[src/rtl/hpq_pkg.sv]
`timescale 1ns / 1ps
// ----------------------------------------------------------------------------
// hpq_pkg
// Shared types and constants for the binary min-heap priority queue.
// ----------------------------------------------------------------------------
package hpq_pkg;

   localparam int HEAP_DEPTH = 64;
   localparam int ADDR_W     = $clog2(HEAP_DEPTH);
   localparam int CNT_W      = $clog2(HEAP_DEPTH + 1);
   localparam int TAG_W      = 16;
   localparam int PRI_W      = 16;
   localparam int KEY_W      = PRI_W + TAG_W;
   localparam int STAT_W     = 3;
   localparam int COUNT_W    = 7;

   typedef enum logic [1:0] {
      OP_ENQ = 2'd0,
      OP_DEQ = 2'd1,
      OP_CHG = 2'd2,
      OP_CLR = 2'd3
   } op_type;

   localparam logic [STAT_W-1:0] ST_OK          = 3'd0;
   localparam logic [STAT_W-1:0] ST_EMPTY       = 3'd1;
   localparam logic [STAT_W-1:0] ST_FULL        = 3'd2;
   localparam logic [STAT_W-1:0] ST_NOT_FOUND   = 3'd3;
   localparam logic [STAT_W-1:0] ST_MORE_URGENT = 3'd4;

   typedef struct packed {
      op_type             op;
      logic [TAG_W-1:0]   value_tag;
      logic [PRI_W-1:0]   priority_req;
   } req_payload_type;

   typedef struct packed {
      logic [STAT_W-1:0]  status;
      logic [TAG_W-1:0]   value_out;
      logic [PRI_W-1:0]   priority_out;
      logic [COUNT_W-1:0] count_out;
      logic [TAG_W-1:0]   head_tag;
      logic [PRI_W-1:0]   head_priority;
   } rsp_payload_type;

   // controller states; the datapath command is the current state
   typedef enum logic [3:0] {
      S_IDLE,
      S_DECODE,
      S_UP_CHECK,
      S_UP_CMP,
      S_DQ_ROOT,
      S_DQ_LAST,
      S_DN_CHECK,
      S_DN_LEFT,
      S_DN_RIGHT,
      S_DN_CMP,
      S_SR_RD,
      S_SR_CMP,
      S_HEAD,
      S_HEAD_CAP,
      S_FINISH
   } state_type;

   typedef struct packed {
      state_type step;
      logic      load;    // capture request payload
      logic      finish;  // load result register
   } cmd_type;

   typedef struct packed {
      op_type op;
      logic   full;
      logic   empty;
      logic   cnt_one;
      logic   p_one;
      logic   up_less;
      logic   dn_leaf;
      logic   right_ok;
      logic   dn_less;
      logic   tag_hit;
      logic   urgent;
      logic   p_at_cnt;
   } flags_type;

endpackage

[src/rtl/hpq_ram.sv]
`timescale 1ns / 1ps
// ----------------------------------------------------------------------------
// hpq_ram
// Generic simple dual-port RAM, one write and one registered read port.
// ----------------------------------------------------------------------------
module hpq_ram #(
   parameter int WIDTH = 32,
   parameter int DEPTH = 64
) (
   input  logic                     clock,
   input  logic                     wr_en,
   input  logic [$clog2(DEPTH)-1:0] wr_addr,
   input  logic [WIDTH-1:0]         wr_data,
   input  logic [$clog2(DEPTH)-1:0] rd_addr,
   output logic [WIDTH-1:0]         rd_data
);

   logic [WIDTH-1:0] mem [DEPTH];

   always_ff @(posedge clock) begin
      if (wr_en) begin
         mem[wr_addr] <= wr_data;
      end
      rd_data <= mem[rd_addr];
   end

endmodule

[src/rtl/hpq_datapath.sv]
`timescale 1ns / 1ps
// ----------------------------------------------------------------------------
// hpq_datapath
// Heap storage, position and key registers, compares and result register.
// ----------------------------------------------------------------------------
module hpq_datapath (
   input  logic                    clock,
   input  logic                    reset,
   input  hpq_pkg::cmd_type        cmd,
   input  hpq_pkg::req_payload_type req_payload,
   output hpq_pkg::flags_type      flags,
   output hpq_pkg::rsp_payload_type rsp_payload
);
   import hpq_pkg::*;

   op_type              op_ff, op_in;
   logic [TAG_W-1:0]    tag_ff, tag_in;
   logic [PRI_W-1:0]    pri_ff, pri_in;
   logic [CNT_W-1:0]    cnt_ff, cnt_in;
   logic [CNT_W-1:0]    p_ff, p_in;
   logic [CNT_W:0]      c_ff, c_in;
   logic [KEY_W-1:0]    e_ff, e_in;
   logic [KEY_W-1:0]    cv_ff, cv_in;
   logic [KEY_W-1:0]    head_ff, head_in;
   logic [STAT_W-1:0]   stat_ff, stat_in;
   logic [KEY_W-1:0]    rem_ff, rem_in;
   rsp_payload_type     rsp_ff, rsp_in;

   logic                wr_en;
   logic [ADDR_W-1:0]   wr_addr, rd_addr, p_addr;
   logic [KEY_W-1:0]    wr_data, rd_data;
   logic [CNT_W:0]      two_p;

   hpq_ram #(.WIDTH(KEY_W), .DEPTH(HEAP_DEPTH)) u_ram (
      .clock  (clock),
      .wr_en  (wr_en),
      .wr_addr(wr_addr),
      .wr_data(wr_data),
      .rd_addr(rd_addr),
      .rd_data(rd_data)
   );

   assign two_p  = {p_ff, 1'b0};
   assign p_addr = ADDR_W'(p_ff - 1'b1);

   always_comb begin
      flags.op       = op_ff;
      flags.full     = (cnt_ff == CNT_W'(HEAP_DEPTH));
      flags.empty    = (cnt_ff == '0);
      flags.cnt_one  = (cnt_ff == CNT_W'(1));
      flags.p_one    = (p_ff == CNT_W'(1));
      flags.up_less  = (e_ff < rd_data);
      flags.dn_leaf  = (two_p > {1'b0, cnt_ff});
      flags.right_ok = ((c_ff + 1'b1) <= {1'b0, cnt_ff});
      flags.dn_less  = (cv_ff < e_ff);
      flags.tag_hit  = (rd_data[TAG_W-1:0] == tag_ff);
      flags.urgent   = (rd_data[KEY_W-1:TAG_W] <= pri_ff);
      flags.p_at_cnt = (p_ff == cnt_ff);
   end

   always_comb begin
      op_in   = op_ff;
      tag_in  = tag_ff;
      pri_in  = pri_ff;
      cnt_in  = cnt_ff;
      p_in    = p_ff;
      c_in    = c_ff;
      e_in    = e_ff;
      cv_in   = cv_ff;
      head_in = head_ff;
      stat_in = stat_ff;
      rem_in  = rem_ff;
      rsp_in  = rsp_ff;
      wr_en   = 1'b0;
      wr_addr = p_addr;
      wr_data = e_ff;
      rd_addr = '0;

      if (cmd.load) begin
         op_in  = req_payload.op;
         tag_in = req_payload.value_tag;
         pri_in = req_payload.priority_req;
      end

      unique case (cmd.step)
         S_DECODE: begin
            stat_in = ST_OK;
            rem_in  = '0;
            unique case (op_ff)
               OP_ENQ: begin
                  if (flags.full) begin
                     stat_in = ST_FULL;
                  end else begin
                     cnt_in = cnt_ff + 1'b1;
                     p_in   = cnt_ff + 1'b1;
                     e_in   = {pri_ff, tag_ff};
                  end
               end
               OP_DEQ: begin
                  if (flags.empty) stat_in = ST_EMPTY;
               end
               OP_CHG: begin
                  p_in = CNT_W'(1);
                  if (flags.empty) stat_in = ST_NOT_FOUND;
               end
               OP_CLR: cnt_in = '0;
               default: ;
            endcase
         end
         S_UP_CHECK: begin
            rd_addr = ADDR_W'((p_ff >> 1) - 1'b1);
            wr_en   = flags.p_one;
         end
         S_UP_CMP: begin
            wr_en = 1'b1;
            if (flags.up_less) begin
               wr_data = rd_data;
               p_in    = p_ff >> 1;
            end
         end
         S_DQ_ROOT: begin
            rem_in  = rd_data;
            rd_addr = ADDR_W'(cnt_ff - 1'b1);
         end
         S_DQ_LAST: begin
            e_in   = rd_data;
            cnt_in = cnt_ff - 1'b1;
            p_in   = CNT_W'(1);
         end
         S_DN_CHECK: begin
            c_in    = two_p;
            rd_addr = ADDR_W'(two_p - 1'b1);
            wr_en   = flags.dn_leaf;
         end
         S_DN_LEFT: begin
            cv_in   = rd_data;
            rd_addr = c_ff[ADDR_W-1:0];   // right child c+1 lives at c
         end
         S_DN_RIGHT: begin
            if (rd_data < cv_ff) begin
               cv_in = rd_data;
               c_in  = c_ff + 1'b1;
            end
         end
         S_DN_CMP: begin
            wr_en = 1'b1;
            if (flags.dn_less) begin
               wr_data = cv_ff;
               p_in    = c_ff[CNT_W-1:0];
            end
         end
         S_SR_RD: rd_addr = p_addr;
         S_SR_CMP: begin
            if (flags.tag_hit) begin
               if (flags.urgent) stat_in = ST_MORE_URGENT;
               else              e_in    = {pri_ff, tag_ff};
            end else if (flags.p_at_cnt) begin
               stat_in = ST_NOT_FOUND;
            end else begin
               p_in = p_ff + 1'b1;
            end
         end
         S_HEAD: rd_addr = '0;
         S_HEAD_CAP: head_in = flags.empty ? '0 : rd_data;
         default: ;
      endcase

      if (cmd.finish) begin
         rsp_in.status        = stat_ff;
         rsp_in.value_out     = rem_ff[TAG_W-1:0];
         rsp_in.priority_out  = rem_ff[KEY_W-1:TAG_W];
         rsp_in.count_out     = COUNT_W'(cnt_ff);
         rsp_in.head_tag      = head_ff[TAG_W-1:0];
         rsp_in.head_priority = head_ff[KEY_W-1:TAG_W];
      end
   end

   always_ff @(posedge clock) begin
      if (reset) begin
         cnt_ff <= '0;
      end else begin
         cnt_ff <= cnt_in;
      end
      op_ff   <= op_in;
      tag_ff  <= tag_in;
      pri_ff  <= pri_in;
      p_ff    <= p_in;
      c_ff    <= c_in;
      e_ff    <= e_in;
      cv_ff   <= cv_in;
      head_ff <= head_in;
      stat_ff <= stat_in;
      rem_ff  <= rem_in;
      rsp_ff  <= rsp_in;
   end

   assign rsp_payload = rsp_ff;

endmodule

[src/rtl/hpq_controller.sv]
`timescale 1ns / 1ps
// ----------------------------------------------------------------------------
// hpq_controller
// Sequencer for enqueue, dequeue, change-priority and clear.
// ----------------------------------------------------------------------------
module hpq_controller (
   input  logic               clock,
   input  logic               reset,
   input  logic               req_valid,
   output logic               req_ready,
   output logic               rsp_valid,
   input  logic               rsp_ready,
   input  hpq_pkg::flags_type flags,
   output hpq_pkg::cmd_type   cmd
);
   import hpq_pkg::*;

   state_type state_ff, state_in;
   logic      rsp_valid_ff, rsp_valid_in;
   logic      rsp_free;

   assign rsp_free = !rsp_valid_ff || rsp_ready;

   always_comb begin
      state_in = state_ff;
      unique case (state_ff)
         S_IDLE:     if (req_valid) state_in = S_DECODE;
         S_DECODE: begin
            unique case (flags.op)
               OP_ENQ: state_in = flags.full  ? S_HEAD : S_UP_CHECK;
               OP_DEQ: state_in = flags.empty ? S_HEAD : S_DQ_ROOT;
               OP_CHG: state_in = flags.empty ? S_HEAD : S_SR_RD;
               OP_CLR: state_in = S_HEAD;
               default: state_in = S_HEAD;
            endcase
         end
         S_UP_CHECK: state_in = flags.p_one ? S_HEAD : S_UP_CMP;
         S_UP_CMP:   state_in = flags.up_less ? S_UP_CHECK : S_HEAD;
         S_DQ_ROOT:  state_in = S_DQ_LAST;
         S_DQ_LAST:  state_in = flags.cnt_one ? S_HEAD : S_DN_CHECK;
         S_DN_CHECK: state_in = flags.dn_leaf ? S_HEAD : S_DN_LEFT;
         S_DN_LEFT:  state_in = flags.right_ok ? S_DN_RIGHT : S_DN_CMP;
         S_DN_RIGHT: state_in = S_DN_CMP;
         S_DN_CMP:   state_in = flags.dn_less ? S_DN_CHECK : S_HEAD;
         S_SR_RD:    state_in = S_SR_CMP;
         S_SR_CMP: begin
            if (flags.tag_hit)       state_in = flags.urgent ? S_HEAD : S_UP_CHECK;
            else if (flags.p_at_cnt) state_in = S_HEAD;
            else                     state_in = S_SR_RD;
         end
         S_HEAD:     state_in = S_HEAD_CAP;
         S_HEAD_CAP: state_in = S_FINISH;
         S_FINISH:   if (rsp_free) state_in = S_IDLE;
         default:    state_in = S_IDLE;
      endcase
   end

   always_comb begin
      // no transfer is taken while reset is held
      req_ready    = (state_ff == S_IDLE) && !reset;
      cmd.step     = state_ff;
      cmd.load     = req_ready && req_valid;
      cmd.finish   = (state_ff == S_FINISH) && rsp_free;
      rsp_valid_in = rsp_valid_ff;
      if (rsp_ready)  rsp_valid_in = 1'b0;
      if (cmd.finish) rsp_valid_in = 1'b1;
   end

   always_ff @(posedge clock) begin
      if (reset) begin
         state_ff     <= S_IDLE;
         rsp_valid_ff <= 1'b0;
      end else begin
         state_ff     <= state_in;
         rsp_valid_ff <= rsp_valid_in;
      end
   end

   assign rsp_valid = rsp_valid_ff;

endmodule

[src/rtl/binary_min_heap_priority_queue_core.sv]
`timescale 1ns / 1ps
// ----------------------------------------------------------------------------
// binary_min_heap_priority_queue_core
// Min-heap priority queue of (priority, tag) entries held in one RAM.
// ----------------------------------------------------------------------------
//  Channel  Dir  Handshake             Payload
//  req_     in   req_valid/req_ready   op, value_tag, priority_req
//  rsp_     out  rsp_valid/rsp_ready   status, value_out, priority_out,
//                                      count_out, head_tag, head_priority
//
// One item at a time. Clear and rejected ops pass decode, head read, head
// capture and finish; a sift up reads one parent per level, a sift down reads
// one or two children, the tag search one slot a step, via the one read port.
// The result register frees the core while a result waits on rsp_ready.
// Reset empties the heap at once; RAM contents are never cleared.
// ----------------------------------------------------------------------------
module binary_min_heap_priority_queue_core (
   input  logic                     clock,
   input  logic                     reset,
   input  logic                     req_valid,
   output logic                     req_ready,
   input  hpq_pkg::req_payload_type req_payload,
   output logic                     rsp_valid,
   input  logic                     rsp_ready,
   output hpq_pkg::rsp_payload_type rsp_payload
);
   import hpq_pkg::*;

   cmd_type   cmd;
   flags_type flags;

   hpq_controller u_ctrl (
      .clock    (clock),
      .reset    (reset),
      .req_valid(req_valid),
      .req_ready(req_ready),
      .rsp_valid(rsp_valid),
      .rsp_ready(rsp_ready),
      .flags    (flags),
      .cmd      (cmd)
   );

   hpq_datapath u_dp (
      .clock      (clock),
      .reset      (reset),
      .cmd        (cmd),
      .req_payload(req_payload),
      .flags      (flags),
      .rsp_payload(rsp_payload)
   );

endmodule

[config.mk]
export PLATFORM = sky130hd
export DESIGN_NAME = binary_min_heap_priority_queue_core
export DESIGN_NICKNAME = d
export VERILOG_FILES = /design/src/rtl/hpq_pkg.sv /design/src/rtl/hpq_ram.sv /design/src/rtl/hpq_datapath.sv /design/src/rtl/hpq_controller.sv /design/src/rtl/binary_min_heap_priority_queue_core.sv
export SDC_FILE = /design/constraint.sdc
export NUM_CORES = 2
export LEC_CHECK = 0
export BUFFER_PORTS_ARGS = -buffer_cell sky130_fd_sc_hd__buf_2
export CAP_MARGIN = 15
export CORE_UTILIZATION = 60
export CTS_BUF_LIST = sky130_fd_sc_hd__clkbuf_8
export CTS_CLUSTER_SIZE = 12
export DETAILED_ROUTE_END_ITERATION = 6
export GPL_ROUTABILITY_DRIVEN = 0
export GPL_TIMING_DRIVEN = 0
export PLACE_DENSITY = 0.76
export SYNTH_ARGS = -nofsm -noshare
export SYNTH_HDL_FRONTEND = slang
export SYNTH_SLANG_ARGS = --single-unit
[constraint.sdc]
create_clock -name clock -period 7.65 [get_ports clock]
set_input_delay 1.53 -clock clock [delete_from_list [all_inputs] [get_ports clock]]
set_output_delay 1.53 -clock clock [all_outputs]
set_load 0.05 [all_outputs]
==> impl.org <==
** Setup path
- The most critical setup path has its endpoint at u_dp.u_ram.rd_data[8]$_DFF_P_.
- Critical R2R Launch :: u_dp.p_ff[0]$_DFFE_PP_
- Crit-path most repeated cell :: sky130_fd_sc_hd__buf_2
- The worst setup path is captured at a register.
- STA puts the critical path data arrival time at 7.91 ns.
- Cells along the critical path :: buf_2 -> inv_1 -> ha_1 -> or3b_1 -> a21oi_2 -> or3_1 -> buf_2 -> buf_2 -> buf_2 -> buf_2 -> a211oi_1 -> a311oi_1 -> a31oi_1 -> o22ai_1 -> or3b_1
- FF-to-FF setup slack :: 0.70 ns
- In this run the worst path has a maximum fanout of 14.
- Depth of the most critical reg-to-reg path :: 15
- Master of the slowest instance on the critical path :: sky130_fd_sc_hd__a21oi_2
- STA classifies the critical path startpoint as a register.
- In this run the number of cells on the critical path is 15.
- Data required time of the worst path :: 8.61 ns
- For this run, the slowest stage of the critical path takes 0.92 ns.
- The critical path is of the register to register type.
- WP buf/inv :: 6
- Timing startpoint of the critical path :: u_dp.p_ff[0]$_DFFE_PP_
- Cell family with the largest share of critical-path delay :: buffers and inverters
- In this run the critical register-to-register path is captured at u_dp.u_ram.rd_data[8]$_DFF_P_.

** Routing
- In the final routed layout, each cell accounts on average for 30.00 um.
- The routed design uses 47.21 mm of met3 wire.
- In this run the top signal layer used is met5.
- Once detail routing completed, the nets flagged for antenna violations numbered 0.
- Met2 routed wirelength :: 130.3 mm
- For this run, the detailed router's first-pass iteration total came to 7.
- M1 WL :: 105.0 mm
- Using the TritonRoute via totals, the vias-per-cell ratio works out to 6.809.
- For this run, design rule violations remaining after detail routing come to 2.
- Drt initial violations :: 11790
- After detailed routing, the total wire length is 301.9 mm.
- Detailed routing inserted a total of 68510 vias.

** Placed design
- I/O Buffers :: 113
- Final HPWL DP :: 202.3 mm
- Placed Cells :: 9408

** Final layout
- Cells fill 68.38% of the core in the end.
- Counting the fill cells in the layout gives 10700.
- Final instance count without filler cells :: 10060
- From synthesis to final layout, the design area changed by 12.94%.
- Multi-input gate area :: 25490 sq um
- Registers take 70010 sq um.
- The final layout contains 7803 nets.
- Fraction of layout cells with a size suffix above 1 :: 12.82%

** Clock tree
- Clock insertion delay at the later pin of the skew report :: 1.10 ns
- Buffers inserted to repair hold after CTS numbered 0.
- Gates resized during post-CTS repair numbered 0.
- Buffers from clock root to sink, at most :: 4
- Post-CTS setup buffers :: 0
- Number of sinks on the clock net :: 2346
- TritonCTS clock tree :: done
- Clock-pin slew reported for the worst setup and hold paths after clock tree synthesis :: 0.06 ns
- The tree is rooted in a sky130_fd_sc_hd__clkbuf_8.
- The H-tree was split into 5 levels.
- CTS buffer count :: 377

** Synthesis
- For this run, the number of Yosys warnings is 0.
- The share of the Yosys chip area taken by registers is 71.84%.
- Of the post-synthesis cell area, the dominant cell type holds 70.94%.
- Post-Synthesis Cells :: 7034
- Yosys mapped a number of flops with a built-in enable equal to 2302.
- Avg Synthesized Cell Area :: 13.85 sq um
- Counting every net in the synthesized netlist gives 7208.
- Counting flops with an async set or reset pin after synthesis yields a share of 0%.
- Post-synthesis cell type with the largest combined area :: sky130_fd_sc_hd__edfxtp_1
- By area the synthesized netlist is led by sky130_fd_sc_hd__edfxtp_1, sky130_fd_sc_hd__nand2_1, sky130_fd_sc_hd__nor4b_1, sky130_fd_sc_hd__a211oi_1, sky130_fd_sc_hd__a311o_1.
- For this run, the leading register cell type out of synthesis is sky130_fd_sc_hd__edfxtp_1.
- Number of synthesized register bits :: 2346
- Area of the mapped netlist :: 97450 sq um
- In this run, distinct cell masters in the synthesized netlist total 77.

** Timing
- Count of final max-slew check failures :: 0
- The clock period could shrink to 6.953 ns.
- Worst clock skew :: 0.09620 ns
- Hold timing on the final database bottoms out at a slack of 0.3994 ns.
- In the final timing run, aggregate negative setup slack is 0 ns.
- Maximum achievable frequency :: 0.1438 GHz
- At the pin with the least slew margin, the transition time is 1.359 ns.
- Hold violation total from the final report :: 0
- In this run the tightest slew margin relative to its limit is 9.223%.
- Setup violations remaining at the end of the flow were counted as 0.
- Unrepaired setup endpoints after global routing :: false
- The final critical path takes up 90.89% of the cycle.

** Global routing
- The first global-routing pass estimated 429.4 mm of wire.
- For this run, the total global-route usage over all layers was measured as 36.38%.
- Vias in the first global route :: 64610
- For this run the aggregate overflow at the end of global routing stands at 0.
- Pin count of the biggest net entering global routing :: 65
- The initial antenna violation count is 30.

** Pwr
- IR analysis of the VDD net gives a maximum drop of 0.2990 mV.
- For this design the static power due to leakage is 37.34 nW.
- Pwr/cell area :: 422.5 nW/um^2

** Outcome
- The run finished, with violations left.
- Failing checks :: design-rule violations

** Hold path
- The min-delay analysis places its worst path in the category register to register.

** Die
- The floorplan step defined a die boundary enclosing 164000 sq um.
- The core region is 160900 sq um.
- Once the floorplan was initialized, standard cells occupied 60.55% of the core.
- Count of pins on the block boundary :: 114
- The die is 405 um wide.
- Die Span Y :: 405 um
- Total number of placement rows :: 147

** Flow run
- The tool flagged a number of max-cap violations equal to 0.
## through the flow
stage | total power [W] | cell area [sq um] | worst slack (ns)
floorplan | 0.02688 | 97450 | 2.125
global placement | 0.03471 | 100700 | 0.6058
detailed placement | 0.03586 | 103500 | 1.384
CTS | 0.04536 | 110000 | 1.285
global route | 0.04744 | 110000 | 0.8991
finish | 0.04649 | 110100 | 0.6973
## Yosys cell counts (all sizes together), types with 126 or more instances
library cell / instances
a21oi: 144
nand3: 357
a211oi: 348
nand2: 1427
a31oi: 130
a311o: 187
edfxtp: 2302
nor2: 180
nor4b: 341
inv: 126
a311oi: 156
ha: 136
buf: 254
clkbuf: 292
## worst min-delay path by stage
stage                                    from                              to  slack (ns)  cells past startpoint
6_report       u_dp.head_ff[31]$_SDFFCE_PP0N_  u_dp.rsp_payload[15]$_DFFE_PP_        0.40                      0
5_1_grt        u_dp.head_ff[31]$_SDFFCE_PP0N_  u_dp.rsp_payload[15]$_DFFE_PP_        0.39                      0
4_1_cts        u_dp.head_ff[31]$_SDFFCE_PP0N_  u_dp.rsp_payload[15]$_DFFE_PP_        0.39                      0
3_5_place_dp    u_dp.head_ff[0]$_SDFFCE_PP0N_  u_dp.rsp_payload[16]$_DFFE_PP_        0.40                      0
3_3_place_gp     u_dp.rem_ff[1]$_SDFFCE_PN0P_  u_dp.rsp_payload[56]$_DFFE_PP_        0.41                      0
2_1_floorplan  u_dp.head_ff[16]$_SDFFCE_PP0N_   u_dp.rsp_payload[0]$_DFFE_PP_        0.40                      0
## cell families (layout without fill, tap and decap cells)
group / after synthesis / count (layout) / synth area share [%]
simple gates: 2487 / 2487 / 12.34
flops: 2346 / 2346 / 71.84
compound gates: 1315 / 1315 / 10.32
buf+inv: 672 / 1529 / 3.003
fa+ha+maj: 136 / 136 / 1.746
xor+xnor: 49 / 49 / 0.4404
mux: 29 / 29 / 0.3030
other cells: 0 / 11 / 0
## flip-flops by register name, summed over array words and instances, names as in the netlist
signal,flops
u_dp.op_ff,2
u_ctrl.rsp_valid,1
u_dp.tag_ff,16
u_dp.cnt_ff,7
u_dp.rem_ff,32
u_dp.rsp_payload,74
u_dp.head_ff,32
u_dp.c_ff,8
u_dp.u_ram.rd_data,32
u_dp.u_ram.mem,2048
u_dp.e_ff,32
u_dp.stat_ff,3
u_dp.pri_ff,16
u_dp.p_ff,7
u_dp.cv_ff,32
u_ctrl.state_ff,4
## metal layers
layer,GRT usage (%),vias to the layer above
met4,20.61,22
met1,48.35,33310
met5,0.08921,-
li1,-,28530
met2,52.54,5695
met3,12.36,952
## area by class of cell
| class | instances | share of cell area (%) |
|---|---|---|
| Clock inverter | 257 | 1.085 |
| Clock buffer | 384 | 4.802 |
| Buffer | 546 | 2.229 |
| Antenna cell | 11 | 0.02501 |
| Timing Repair Buffer | 216 | 2.194 |
| Tap cell | 2160 | 2.456 |
| Sequential cell | 2346 | 63.61 |
| Inverter | 126 | 0.4298 |
| Multi-Input combinational cell | 4016 | 23.17 |
## placed cells by master (no fill, tap or decap), drive strengths merged, types with 40 or more instances in the layout
| cell type | count |
|---|---|
| a211oi | 348 |
| a21oi | 144 |
| a311o | 187 |
| a311oi | 156 |
| a31oi | 130 |
| buf | 466 |
| clkbuf | 677 |
| clkinv | 112 |
| dfxtp | 44 |
| edfxtp | 2302 |
| ha | 136 |
| inv | 259 |
| nand2 | 1427 |
| nand3 | 357 |
| nor2 | 180 |
| nor3 | 40 |
| nor4b | 341 |
| o21ai | 73 |
| o22ai | 70 |
## worst register-to-register path, cell delays in order (launching register included)
cell,delay [ns]
sky130_fd_sc_hd__edfxtp_1,0.55
sky130_fd_sc_hd__buf_2,0.34
sky130_fd_sc_hd__inv_1,0.19
sky130_fd_sc_hd__ha_1,0.48
sky130_fd_sc_hd__or3b_1,0.42
sky130_fd_sc_hd__a21oi_2,0.92
sky130_fd_sc_hd__or3_1,0.23
sky130_fd_sc_hd__buf_2,0.32
sky130_fd_sc_hd__buf_2,0.46
sky130_fd_sc_hd__buf_2,0.76
sky130_fd_sc_hd__buf_2,0.40
sky130_fd_sc_hd__a211oi_1,0.13
sky130_fd_sc_hd__a311oi_1,0.63
sky130_fd_sc_hd__a31oi_1,0.15
sky130_fd_sc_hd__o22ai_1,0.60
sky130_fd_sc_hd__or3b_1,0.30
## where the power goes
| part | switching, W | internal (W) |
|---|---|---|
| combinational | 0.0148 | 0.00543 |
| sequential | 0.000394 | 0.0162 |
| clock | 0.00487 | 0.00482 |
| total | 0.0201 | 0.0264 |
(Power assumes the default switching activity.)
